<file path="src/design/sha_pkg.sv">
// Shared types, constants and round functions of the SHA-256 stream hasher.
package sha_pkg;

    localparam int DigestWords = 8;
    localparam int BlockWords  = 16;
    localparam int Rounds      = 64;
    localparam logic [7:0] PadMark = 8'h80;

    // Controller to compression core.
    typedef struct packed {
        logic       start;
        logic       clear;
        logic [2:0] rd_addr;
    } core_ctl_t;

    // Compression core to controller.
    typedef struct packed {
        logic        done;
        logic [31:0] rd_data;
    } core_sts_t;

    function automatic logic [31:0] init_hash(input logic [2:0] idx);
        logic [31:0] h;
        unique case (idx)
            3'd0: h = 32'h6a09e667;
            3'd1: h = 32'hbb67ae85;
            3'd2: h = 32'h3c6ef372;
            3'd3: h = 32'ha54ff53a;
            3'd4: h = 32'h510e527f;
            3'd5: h = 32'h9b05688c;
            3'd6: h = 32'h1f83d9ab;
            3'd7: h = 32'h5be0cd19;
            default: h = 32'h6a09e667;
        endcase
        return h;
    endfunction

    function automatic logic [31:0] round_const(input logic [5:0] idx);
        logic [31:0] k;
        unique case (idx)
            6'd0:  k = 32'h428a2f98;  6'd1:  k = 32'h71374491;
            6'd2:  k = 32'hb5c0fbcf;  6'd3:  k = 32'he9b5dba5;
            6'd4:  k = 32'h3956c25b;  6'd5:  k = 32'h59f111f1;
            6'd6:  k = 32'h923f82a4;  6'd7:  k = 32'hab1c5ed5;
            6'd8:  k = 32'hd807aa98;  6'd9:  k = 32'h12835b01;
            6'd10: k = 32'h243185be;  6'd11: k = 32'h550c7dc3;
            6'd12: k = 32'h72be5d74;  6'd13: k = 32'h80deb1fe;
            6'd14: k = 32'h9bdc06a7;  6'd15: k = 32'hc19bf174;
            6'd16: k = 32'he49b69c1;  6'd17: k = 32'hefbe4786;
            6'd18: k = 32'h0fc19dc6;  6'd19: k = 32'h240ca1cc;
            6'd20: k = 32'h2de92c6f;  6'd21: k = 32'h4a7484aa;
            6'd22: k = 32'h5cb0a9dc;  6'd23: k = 32'h76f988da;
            6'd24: k = 32'h983e5152;  6'd25: k = 32'ha831c66d;
            6'd26: k = 32'hb00327c8;  6'd27: k = 32'hbf597fc7;
            6'd28: k = 32'hc6e00bf3;  6'd29: k = 32'hd5a79147;
            6'd30: k = 32'h06ca6351;  6'd31: k = 32'h14292967;
            6'd32: k = 32'h27b70a85;  6'd33: k = 32'h2e1b2138;
            6'd34: k = 32'h4d2c6dfc;  6'd35: k = 32'h53380d13;
            6'd36: k = 32'h650a7354;  6'd37: k = 32'h766a0abb;
            6'd38: k = 32'h81c2c92e;  6'd39: k = 32'h92722c85;
            6'd40: k = 32'ha2bfe8a1;  6'd41: k = 32'ha81a664b;
            6'd42: k = 32'hc24b8b70;  6'd43: k = 32'hc76c51a3;
            6'd44: k = 32'hd192e819;  6'd45: k = 32'hd6990624;
            6'd46: k = 32'hf40e3585;  6'd47: k = 32'h106aa070;
            6'd48: k = 32'h19a4c116;  6'd49: k = 32'h1e376c08;
            6'd50: k = 32'h2748774c;  6'd51: k = 32'h34b0bcb5;
            6'd52: k = 32'h391c0cb3;  6'd53: k = 32'h4ed8aa4a;
            6'd54: k = 32'h5b9cca4f;  6'd55: k = 32'h682e6ff3;
            6'd56: k = 32'h748f82ee;  6'd57: k = 32'h78a5636f;
            6'd58: k = 32'h84c87814;  6'd59: k = 32'h8cc70208;
            6'd60: k = 32'h90befffa;  6'd61: k = 32'ha4506ceb;
            6'd62: k = 32'hbef9a3f7;  6'd63: k = 32'hc67178f2;
            default: k = 32'h428a2f98;
        endcase
        return k;
    endfunction

    function automatic logic [31:0] ssig0(input logic [31:0] x);
        return {x[6:0], x[31:7]} ^ {x[17:0], x[31:18]} ^ {3'b000, x[31:3]};
    endfunction

    function automatic logic [31:0] ssig1(input logic [31:0] x);
        return {x[16:0], x[31:17]} ^ {x[18:0], x[31:19]} ^ {10'b0, x[31:10]};
    endfunction

    function automatic logic [31:0] bsig0(input logic [31:0] x);
        return {x[1:0], x[31:2]} ^ {x[12:0], x[31:13]} ^ {x[21:0], x[31:22]};
    endfunction

    function automatic logic [31:0] bsig1(input logic [31:0] x);
        return {x[5:0], x[31:6]} ^ {x[10:0], x[31:11]} ^ {x[24:0], x[31:25]};
    endfunction

    function automatic logic [31:0] choose(input logic [31:0] e, input logic [31:0] f,
                                           input logic [31:0] g);
        return (e & f) ^ (~e & g);
    endfunction

    function automatic logic [31:0] major(input logic [31:0] a, input logic [31:0] b,
                                          input logic [31:0] c);
        return (a & b) ^ (a & c) ^ (b & c);
    endfunction

endpackage

</file>
<file path="src/design/sha256_stream_hash.sv">
// Top level of the SHA-256 stream hasher: byte input stream, digest word output stream.
//
// Input stream: one transfer per message byte. s_tdata holds the byte, s_tuser[0]
// says whether it carries data, s_tlast ends the message (a flag-only transfer with
// s_tuser[0] low finalizes without a byte, so an empty message is allowed).
// Output stream: eight transfers per message, digest word 0 first; m_tuser holds
// the word position and m_tlast marks word 7.
// Data bytes are taken one per cycle while s_tready is high. Each 64th byte starts a
// compression (8 chain reads, 64 rounds at one round per cycle, 8 read-add-write
// steps on the chain RAM) while s_tready stays low, so no byte is taken until it
// is done. The end of message adds padding bytes and one or two compressions,
// then each digest word is read from the chain RAM, loaded into the output
// register and held until it is taken.
// Reset returns the chain to the initial hash, the byte and bit counts to zero.
// While m_tready is low the current word holds and no new input is taken; after
// word 7 is transferred the block starts the next message.
module sha256_stream_hash (
    input  logic        clk,
    input  logic        rst_n,
    input  logic        s_tvalid,
    output logic        s_tready,
    input  logic [7:0]  s_tdata,   // [7:0] message_byte
    input  logic [0:0]  s_tuser,   // [0] has_byte
    input  logic        s_tlast,
    output logic        m_tvalid,
    input  logic        m_tready,
    output logic [31:0] m_tdata,   // [31:0] digest_word
    output logic [2:0]  m_tuser,   // [2:0] word_index
    output logic        m_tlast
);

    sha_pkg::core_ctl_t core_ctl;
    sha_pkg::core_sts_t core_sts;

    logic        blk_we;
    logic [3:0]  blk_waddr;
    logic [31:0] blk_wdata;
    logic [3:0]  blk_raddr;
    logic [31:0] blk_rdata;

    sha_ctrl u_ctrl (
        .clk         (clk),
        .rst_n       (rst_n),
        .in_valid    (s_tvalid),
        .in_ready    (s_tready),
        .in_byte     (s_tdata),
        .in_has_byte (s_tuser[0]),
        .in_end      (s_tlast),
        .out_valid   (m_tvalid),
        .out_ready   (m_tready),
        .out_word    (m_tdata),
        .out_index   (m_tuser),
        .out_last    (m_tlast),
        .blk_we      (blk_we),
        .blk_waddr   (blk_waddr),
        .blk_wdata   (blk_wdata),
        .core_ctl    (core_ctl),
        .core_sts    (core_sts)
    );

    // Message block, one big-endian word per entry.
    sha_ram #(.Width(32), .Depth(sha_pkg::BlockWords)) u_block_ram (
        .clk   (clk),
        .we    (blk_we),
        .waddr (blk_waddr),
        .wdata (blk_wdata),
        .raddr (blk_raddr),
        .rdata (blk_rdata)
    );

    sha_core u_core (
        .clk       (clk),
        .rst_n     (rst_n),
        .ctl       (core_ctl),
        .sts       (core_sts),
        .blk_raddr (blk_raddr),
        .blk_rdata (blk_rdata)
    );

endmodule

</file>
<file path="src/design/sha_ram.sv">
// Generic simple dual-port RAM with registered read.
module sha_ram #(
    parameter int Width = 32,
    parameter int Depth = 16,
    localparam int AddrW = $clog2(Depth)
) (
    input  logic             clk,
    input  logic             we,
    input  logic [AddrW-1:0] waddr,
    input  logic [Width-1:0] wdata,
    input  logic [AddrW-1:0] raddr,
    output logic [Width-1:0] rdata
);

    logic [Width-1:0] mem [Depth];
    logic [Width-1:0] rdata_reg;

    always_ff @(posedge clk)
    begin
        if (we)
        begin
            mem[waddr] <= wdata;
        end
        rdata_reg <= mem[raddr];
    end

    assign rdata = rdata_reg;

endmodule

</file>
<file path="src/design/sha_core.sv">
// SHA-256 compression core: chain value RAM, rolling schedule and round engine.
module sha_core (
    input  logic                clk,
    input  logic                rst_n,
    input  sha_pkg::core_ctl_t  ctl,
    output sha_pkg::core_sts_t  sts,
    output logic [3:0]          blk_raddr,
    input  logic [31:0]         blk_rdata
);

    typedef enum logic [1:0] {K_IDLE, K_LOAD, K_ROUND, K_ADD} kstate_t;

    kstate_t     state_reg;
    logic [6:0]  cnt_reg;
    logic [31:0] v_reg [8];
    logic [31:0] sched_reg [16];
    logic [31:0] wk_reg;
    logic        done_reg;
    logic [7:0]  valid_reg;
    logic        rvalid_reg;
    logic [2:0]  raddr_reg;

    logic        c_we;
    logic [2:0]  c_waddr;
    logic [31:0] c_wdata;
    logic [2:0]  c_raddr;
    logic [31:0] c_rdata;
    logic [31:0] chain_q;
    logic [31:0] sched_sum;
    logic [31:0] w_new;
    logic [31:0] t1;
    logic [31:0] t2;

    sha_ram #(.Width(32), .Depth(sha_pkg::DigestWords)) u_chain_ram (
        .clk   (clk),
        .we    (c_we),
        .waddr (c_waddr),
        .wdata (c_wdata),
        .raddr (c_raddr),
        .rdata (c_rdata)
    );

    // Entries not written since the last clear read as the initial hash.
    assign chain_q = rvalid_reg ? c_rdata : sha_pkg::init_hash(raddr_reg);

    always_comb
    begin
        c_raddr = ctl.rd_addr;
        if (state_reg == K_LOAD || state_reg == K_ADD)
        begin
            c_raddr = cnt_reg[2:0];
        end
        c_we    = (state_reg == K_ADD) && (cnt_reg != 7'd0);
        c_waddr = cnt_reg[2:0] - 3'd1;
        c_wdata = chain_q + v_reg[0];
    end

    // Block words are fetched in the cycle before their schedule step, through the registered RAM read.
    assign blk_raddr = (state_reg == K_ROUND) ? (cnt_reg[3:0] + 4'd1) : 4'd0;

    always_comb
    begin
        sched_sum = sha_pkg::ssig1(sched_reg[14]) + sched_reg[9]
                  + sha_pkg::ssig0(sched_reg[1]) + sched_reg[0];
        w_new = (cnt_reg[5:4] == 2'b00) ? blk_rdata : sched_sum;
        t1 = v_reg[7] + sha_pkg::bsig1(v_reg[4])
           + sha_pkg::choose(v_reg[4], v_reg[5], v_reg[6]) + wk_reg;
        t2 = sha_pkg::bsig0(v_reg[0]) + sha_pkg::major(v_reg[0], v_reg[1], v_reg[2]);
    end

    always_ff @(posedge clk or negedge rst_n)
    begin
        if (!rst_n)
        begin
            state_reg  <= K_IDLE;
            cnt_reg    <= 7'd0;
            done_reg   <= 1'b0;
            valid_reg  <= 8'd0;
            rvalid_reg <= 1'b0;
            raddr_reg  <= 3'd0;
        end
        else
        begin
            rvalid_reg <= valid_reg[c_raddr];
            raddr_reg  <= c_raddr;
            done_reg   <= 1'b0;
            if (ctl.clear)
            begin
                valid_reg <= 8'd0;
            end
            else if (c_we)
            begin
                valid_reg[c_waddr] <= 1'b1;
            end
            unique case (state_reg)
                K_IDLE:
                begin
                    cnt_reg <= 7'd0;
                    if (ctl.start)
                    begin
                        state_reg <= K_LOAD;
                    end
                end
                K_LOAD:
                begin
                    if (cnt_reg == 7'd8)
                    begin
                        state_reg <= K_ROUND;
                        cnt_reg   <= 7'd0;
                    end
                    else
                    begin
                        cnt_reg <= cnt_reg + 7'd1;
                    end
                end
                K_ROUND:
                begin
                    if (cnt_reg == 7'(sha_pkg::Rounds))
                    begin
                        state_reg <= K_ADD;
                        cnt_reg   <= 7'd0;
                    end
                    else
                    begin
                        cnt_reg <= cnt_reg + 7'd1;
                    end
                end
                K_ADD:
                begin
                    if (cnt_reg == 7'd8)
                    begin
                        state_reg <= K_IDLE;
                        cnt_reg   <= 7'd0;
                        done_reg  <= 1'b1;
                    end
                    else
                    begin
                        cnt_reg <= cnt_reg + 7'd1;
                    end
                end
                default:
                begin
                    state_reg <= K_IDLE;
                end
            endcase
        end
    end

    // Working variables, schedule window and the precomputed W+K.
    always_ff @(posedge clk)
    begin
        if ((state_reg == K_LOAD || state_reg == K_ADD) && cnt_reg != 7'd0)
        begin
            for (int i = 0; i < 7; i++)
            begin
                v_reg[i] <= v_reg[i + 1];
            end
            v_reg[7] <= chain_q;
        end
        else if (state_reg == K_ROUND && cnt_reg != 7'd0)
        begin
            v_reg[7] <= v_reg[6];
            v_reg[6] <= v_reg[5];
            v_reg[5] <= v_reg[4];
            v_reg[4] <= v_reg[3] + t1;
            v_reg[3] <= v_reg[2];
            v_reg[2] <= v_reg[1];
            v_reg[1] <= v_reg[0];
            v_reg[0] <= t1 + t2;
        end
        if (state_reg == K_ROUND && !cnt_reg[6])
        begin
            for (int i = 0; i < 15; i++)
            begin
                sched_reg[i] <= sched_reg[i + 1];
            end
            sched_reg[15] <= w_new;
            wk_reg <= w_new + sha_pkg::round_const(cnt_reg[5:0]);
        end
    end

    assign sts.done    = done_reg;
    assign sts.rd_data = chain_q;

`ifndef SYNTH
    a_start_idle: assert property (@(posedge clk) disable iff (!rst_n)
        ctl.start |-> state_reg == K_IDLE)
        else $error("compression start while core busy");
    a_rw_apart: assert property (@(posedge clk) disable iff (!rst_n)
        c_we |-> c_waddr != c_raddr)
        else $error("chain read and write collide");
`endif

endmodule

</file>
<file path="src/design/sha_ctrl.sv">
// Byte gathering, padding sequencer, bit count and digest output of the hasher.
module sha_ctrl (
    input  logic                clk,
    input  logic                rst_n,
    input  logic                in_valid,
    output logic                in_ready,
    input  logic [7:0]          in_byte,
    input  logic                in_has_byte,
    input  logic                in_end,
    output logic                out_valid,
    input  logic                out_ready,
    output logic [31:0]         out_word,
    output logic [2:0]          out_index,
    output logic                out_last,
    output logic                blk_we,
    output logic [3:0]          blk_waddr,
    output logic [31:0]         blk_wdata,
    output sha_pkg::core_ctl_t  core_ctl,
    input  sha_pkg::core_sts_t  core_sts
);

    typedef enum logic [2:0] {
        C_IDLE, C_PAD, C_COMP, C_EMIT_RD, C_EMIT_LD, C_EMIT_WAIT
    } cstate_t;

    cstate_t     state_reg;
    logic [5:0]  fill_reg;
    logic [63:0] bit_count_reg;
    logic [23:0] gath_reg;
    logic        pad_active_reg;
    logic        pad_first_reg;
    logic        len_ok_reg;
    logic        final_reg;
    logic [2:0]  idx_reg;
    logic        out_valid_reg;
    logic [31:0] out_word_reg;

    logic        push;
    logic [7:0]  push_byte;
    logic [7:0]  pad_byte;
    logic [63:0] count_shift;
    logic        full;
    logic        in_xfer;
    logic        last_taken;

    assign in_ready   = (state_reg == C_IDLE);
    assign in_xfer    = in_valid && in_ready;
    assign full       = (fill_reg == 6'd63);
    assign last_taken = (state_reg == C_EMIT_WAIT) && out_ready
                     && (idx_reg == 3'(sha_pkg::DigestWords - 1));

    // Length bytes go big-endian into the last eight bytes of the block.
    assign count_shift = bit_count_reg << {fill_reg[2:0], 3'b000};

    always_comb
    begin
        priority if (pad_first_reg)
        begin
            pad_byte = sha_pkg::PadMark;
        end
        else if (len_ok_reg && fill_reg[5:3] == 3'b111)
        begin
            pad_byte = count_shift[63:56];
        end
        else
        begin
            pad_byte = 8'h00;
        end
    end

    assign push      = (in_xfer && in_has_byte) || (state_reg == C_PAD);
    assign push_byte = (state_reg == C_PAD) ? pad_byte : in_byte;

    assign blk_we    = push && (fill_reg[1:0] == 2'b11);
    assign blk_waddr = fill_reg[5:2];
    assign blk_wdata = {gath_reg, push_byte};

    assign core_ctl.start   = push && full;
    assign core_ctl.clear   = last_taken;
    assign core_ctl.rd_addr = idx_reg;

    always_ff @(posedge clk)
    begin
        if (push)
        begin
            gath_reg <= {gath_reg[15:0], push_byte};
        end
        if (state_reg == C_EMIT_LD)
        begin
            out_word_reg <= core_sts.rd_data;
        end
    end

    always_ff @(posedge clk or negedge rst_n)
    begin
        if (!rst_n)
        begin
            state_reg      <= C_IDLE;
            fill_reg       <= 6'd0;
            bit_count_reg  <= 64'd0;
            pad_active_reg <= 1'b0;
            pad_first_reg  <= 1'b0;
            len_ok_reg     <= 1'b0;
            final_reg      <= 1'b0;
            idx_reg        <= 3'd0;
            out_valid_reg  <= 1'b0;
        end
        else
        begin
            if (push)
            begin
                fill_reg <= fill_reg + 6'd1;
            end
            unique case (state_reg)
                C_IDLE:
                begin
                    if (in_xfer)
                    begin
                        if (in_has_byte)
                        begin
                            bit_count_reg <= bit_count_reg + 64'd8;
                        end
                        if (in_end)
                        begin
                            pad_active_reg <= 1'b1;
                            pad_first_reg  <= 1'b1;
                            len_ok_reg     <= 1'b0;
                            final_reg      <= 1'b0;
                        end
                        priority if (in_has_byte && full)
                        begin
                            state_reg <= C_COMP;
                        end
                        else if (in_end)
                        begin
                            state_reg <= C_PAD;
                        end
                        else
                        begin
                            state_reg <= C_IDLE;
                        end
                    end
                end
                C_PAD:
                begin
                    pad_first_reg <= 1'b0;
                    // Length fits only if the mark lands before the last eight bytes.
                    if ((pad_first_reg && fill_reg[5:3] != 3'b111) || full)
                    begin
                        len_ok_reg <= 1'b1;
                    end
                    if (full)
                    begin
                        final_reg <= len_ok_reg;
                        state_reg <= C_COMP;
                    end
                end
                C_COMP:
                begin
                    if (core_sts.done)
                    begin
                        priority if (final_reg)
                        begin
                            state_reg <= C_EMIT_RD;
                        end
                        else if (pad_active_reg)
                        begin
                            state_reg <= C_PAD;
                        end
                        else
                        begin
                            state_reg <= C_IDLE;
                        end
                    end
                end
                C_EMIT_RD:
                begin
                    state_reg <= C_EMIT_LD;
                end
                C_EMIT_LD:
                begin
                    out_valid_reg <= 1'b1;
                    state_reg     <= C_EMIT_WAIT;
                end
                C_EMIT_WAIT:
                begin
                    if (out_ready)
                    begin
                        out_valid_reg <= 1'b0;
                        idx_reg       <= idx_reg + 3'd1;
                        if (last_taken)
                        begin
                            bit_count_reg  <= 64'd0;
                            pad_active_reg <= 1'b0;
                            final_reg      <= 1'b0;
                            state_reg      <= C_IDLE;
                        end
                        else
                        begin
                            state_reg <= C_EMIT_RD;
                        end
                    end
                end
                default:
                begin
                    state_reg <= C_IDLE;
                end
            endcase
        end
    end

    assign out_valid = out_valid_reg;
    assign out_word  = out_word_reg;
    assign out_index = idx_reg;
    assign out_last  = (idx_reg == 3'(sha_pkg::DigestWords - 1));

`ifndef SYNTH
    a_done_in_comp: assert property (@(posedge clk) disable iff (!rst_n)
        core_sts.done |-> state_reg == C_COMP)
        else $error("compression done outside of a compression wait");
    a_valid_in_emit: assert property (@(posedge clk) disable iff (!rst_n)
        out_valid_reg |-> state_reg == C_EMIT_WAIT && fill_reg == 6'd0)
        else $error("digest word shown outside of output phase");
    a_final_padding: assert property (@(posedge clk) disable iff (!rst_n)
        final_reg |-> pad_active_reg)
        else $error("final block flagged outside of padding");
`endif

endmodule

</file>
<file path="config.mk">
export PLATFORM = sky130hd
export DESIGN_NAME = sha256_stream_hash
export DESIGN_NICKNAME = d
export VERILOG_FILES = /design/src/design/sha_pkg.sv /design/src/design/sha256_stream_hash.sv /design/src/design/sha_ram.sv /design/src/design/sha_core.sv /design/src/design/sha_ctrl.sv
export SDC_FILE = /design/constraint.sdc
export NUM_CORES = 2
export LEC_CHECK = 0
export BUFFER_PORTS_ARGS = -buffer_cell sky130_fd_sc_hd__buf_2
export CORE_ASPECT_RATIO = 2
export CORE_MARGIN = 8
export CORE_UTILIZATION = 30
export CTS_BUF_LIST = sky130_fd_sc_hd__clkbuf_4 sky130_fd_sc_hd__clkbuf_8
export DETAILED_ROUTE_END_ITERATION = 6
export PLACE_DENSITY = 0.45
export SETUP_SLACK_MARGIN = 0.5
export SYNTH_ARGS = -nofsm -noshare
export SYNTH_HDL_FRONTEND = slang
export SYNTH_SLANG_ARGS = --single-unit
</file>
<file path="constraint.sdc">
create_clock -name clk -period 25.8 [get_ports clk]
set_clock_uncertainty 0.2 [all_clocks]
set_input_delay 0 -clock clk [delete_from_list [all_inputs] [get_ports clk]]
set_output_delay 0 -clock clk [all_outputs]
set_load 0.02 [all_outputs]
</file>
==> flow_summary.toml <==
[pwr]
netSwitchingFraction = 0.2104
power.switching_w = 0.001198
internal_power_w = 0.004495
pwr-share-clk = 0.450
cellPowerDensity_nw_per_um2 = 59.53
vdd_drop_max_uv = 45.78
p_seq_frac = 0.547
leakagePower_nw = 35.56
p_comb_frac = 0.002

[yosys]
synth_top_area_frac = 0.5755
ys_seq_area_frac = 0.6201
synth_common_cells = "edfxtp_1, nand2_1, o21ai_0, a21oi_1, xnor2_1"
syn_inst = 6816
ys_ff_latch = 1788
syn_nets = 7208
synth-main-ff-cell = "edfxtp_1"
ys_top_cells_by_area = "edfxtp_1, nand2_1, fa_1"
synth_edf_count = 1624
yosysWarnings = 0
synthArstFlopShare = 0.05593
yosysUniqueCellTypes = 104
avgSynthCellArea_um2 = 12.43
syn_area_um2 = 84740
synth.most_common_cell = "edfxtp_1"
synth_top_cell_by_area = "edfxtp_1"

[setup_path]
critical-path-top-delay-family = "compound AO/OA/AOI/OAI gates"
worst_r2r_startpoint = "u_core.v_reg[0][140]$_DFFE_PP_"
crit_end = "u_core.v_reg[0][31]$_DFFE_PP_"
path_buf_inv = 1
cpMostUsedCell = "fa_1"
regToRegEndpoint = "u_core.v_reg[0][31]$_DFFE_PP_"
arrival_ns = 8.78
path_depth = 29
critPathMaxFanout = 6
crit_required_ns = 26.26
critPathKind = "register to register"
reg2reg_depth = 29
cpPeakStageDelay_ns = 0.56
cp_slowest_cell = "edfxtp_1"
cp-start-kind = "register"
r2r_setup_slack_ns = 17.48
setup.worst_path.end_class = "register"
startpoint = "u_core.v_reg[0][140]$_DFFE_PP_"

[routing]
ant_nets = 0
drc_errors = 0
drt_iter0_drc = 4351
vias = 53550
via_per_inst = 4.904
drt-pass1-iter-count = 6
wl_per_cell_um = 23.78
routed_wl_um = 259700

[clocking]
clk_pin_slew_ns = 0.07
cts_sinks = 1788
clock_latency_ns = 0.96
postCtsSetupRepairBufs = 0
htreeDepth = 5
cts_tree = "done"
ctsLongestPathBuffers = 4
cts_buffers = 288
cts_hold_buf = 24
post_cts_resized = 0
cts_root_buffer = "clkbuf_8"

[finish]
layout.nets = 7329
register_area_um2 = 52560
area_growth_pct = 12.85
fillers = 28130
multi_input_area_um2 = 30150
final_layout_size_suffix_gt1_frac = 0.1225
layoutNonFillerInstCount = 10920
utilization = 0.3394

[timing]
setup_viol = 0
period_share = 0.3224
final_hold_viol_count = 0
setup_tns_ns = 0
period_needed_ns = 8.317
slew_viol_final = 0
worst_slew_pin_slew_ns = 1.204
rsz0062_at_grt = "no"
maxSlewHeadroom = 0.1922
clock.fmax_mhz = 120.2

[floorplanning]
num_rows = 276
dieArea_um2 = 300800
io_pins = 52
die_width_um = 391.8
core_um2 = 281800
start_util = 0.3007
die_h_um = 767.6

[global_route]
grt_start_max_net_pins = 174
grt_pass1_vias = 52610
grtUsageTotal = 0.1680
overflow = 0
grt_pass1_wl_um = 376100
grt_antenna_before_repair = 23

[outcome]
status = "finished, final reports clean"

[min_path]
hold_path.class = "input port to asynchronous set/reset pin"

[place]
post-place-cells = 10380
dp_hpwl_um = 167200
portBuffers = 51
place.gp.congestion = 0.8940

[job]
maxCapViolations = 0
==> worst min path at each step <==
stage	start	depth (start not counted)	slack [ns]	end
floorplan	rst_n	0	-0.50	u_core.cnt_reg[0]$_DFF_PN0_
global placement	rst_n	1	-0.29	u_ctrl.bit_count_reg[34]$_DFFE_PN0P_
detailed placement	rst_n	1	-0.30	u_ctrl.bit_count_reg[34]$_DFFE_PN0P_
CTS	m_tready	6	0.01	u_ctrl.state_reg[0]$_DFFE_PN0P_
global route	m_tready	6	0.08	u_ctrl.state_reg[0]$_DFFE_PN0P_
finish	rst_n	3	0.10	u_ctrl.bit_count_reg[57]$_DFFE_PN0P_
==> logic make-up (layout without fill, tap and decap cells) <==
kind of cell	after synthesis	count (layout)	share of synthesized area
and+or+nand+nor	1896	1896	0.09624
DFF	1788	1788	0.6201
AOI/OAI and AO/OA	1375	1375	0.09925
buffers and inverters	624	966	0.02791
xor gates and xnor gates	465	465	0.04806
adders and majority gates	400	400	0.07250
muxes	268	268	0.03592
other	0	8	0
==> layout by cell type, fill, tap and decap left out, types with 24 or more instances in the layout <==
cell	netlist	routed
clkbuf_4	0	84
clkinv_1	4	56
dfxtp_1	64	64
a21oi_1	371	371
nor2b_1	29	26
o21ai_1	4	24
buf_4	1	109
xor2_1	140	140
a31o_2	35	35
nand2b_1	33	32
mux2_2	105	105
nand3_1	241	240
o21ai_0	464	443
nand2_1	1125	1123
o21bai_1	28	28
a21o_1	87	87
o211ai_1	54	54
nor3_1	42	36
a31oi_1	46	45
buf_2	9	50
inv_1	265	261
fa_1	159	159
and3_1	38	38
dlygate4sd3_1	0	24
clkinv_2	0	34
mux2i_1	144	141
nor2_1	281	260
clkbuf_8	0	305
or3_1	27	27
ha_1	219	216
dfrtp_1	100	96
a22oi_1	35	35
a211oi_1	93	93
edfxtp_1	1624	1624
o21a_1	30	30
xnor2_1	325	325
==> metrics by stage <==
step	hold slack, ns	total power, W	worst slack, ns	area [um^2]
CTS	0.009560	0.005792	17.57	95610
detailed placement	-0.2957	0.003189	17.56	89530
finish	0.1022	0.005693	17.48	95630
floorplan	-0.4956	0.003180	9.707	84740
global placement	-0.2900	0.003189	17.55	89530
global route	0.08486	0.005894	17.02	95630
==> power groups by stage <==
stage	clock network (W)	logic, W	registers [W]
floorplan	0	0.00000248	0.00318
global placement	0	0.0000111	0.00318
detailed placement	0	0.0000112	0.00318
CTS	0.00266	0.0000144	0.00312
global route	0.00276	0.0000155	0.00311
finish	0.00256	0.0000140	0.00312
==> tightest hold or removal path: cells and delay by family <==
family,cells,cell delay [ns]
buffers and inverters,3,1.83
==> routing by layer <==
metal,wire [um],GRT usage,vias up
met5,26,0,-
met4,6393,0.04354,4
met3,13530,0.02546,328
met2,122400,0.2736,1429
met1,117300,0.2343,26930
li1,-,-,24860
==> layout make-up <==
| cell class | count | share of cell area |
|---|---|---|
| Antenna cell | 8 | 0.0002093 |
| Timing Repair Buffer | 185 | 0.01410 |
| Clock buffer | 389 | 0.05049 |
| Tap cell | 3753 | 0.04910 |
| Sequential cell | 1788 | 0.5496 |
| Inverter | 270 | 0.01066 |
| Multi-Input combinational cell | 4404 | 0.3153 |
| Clock inverter | 122 | 0.01058 |
Note: power is estimated with default switching activity, not from simulation.
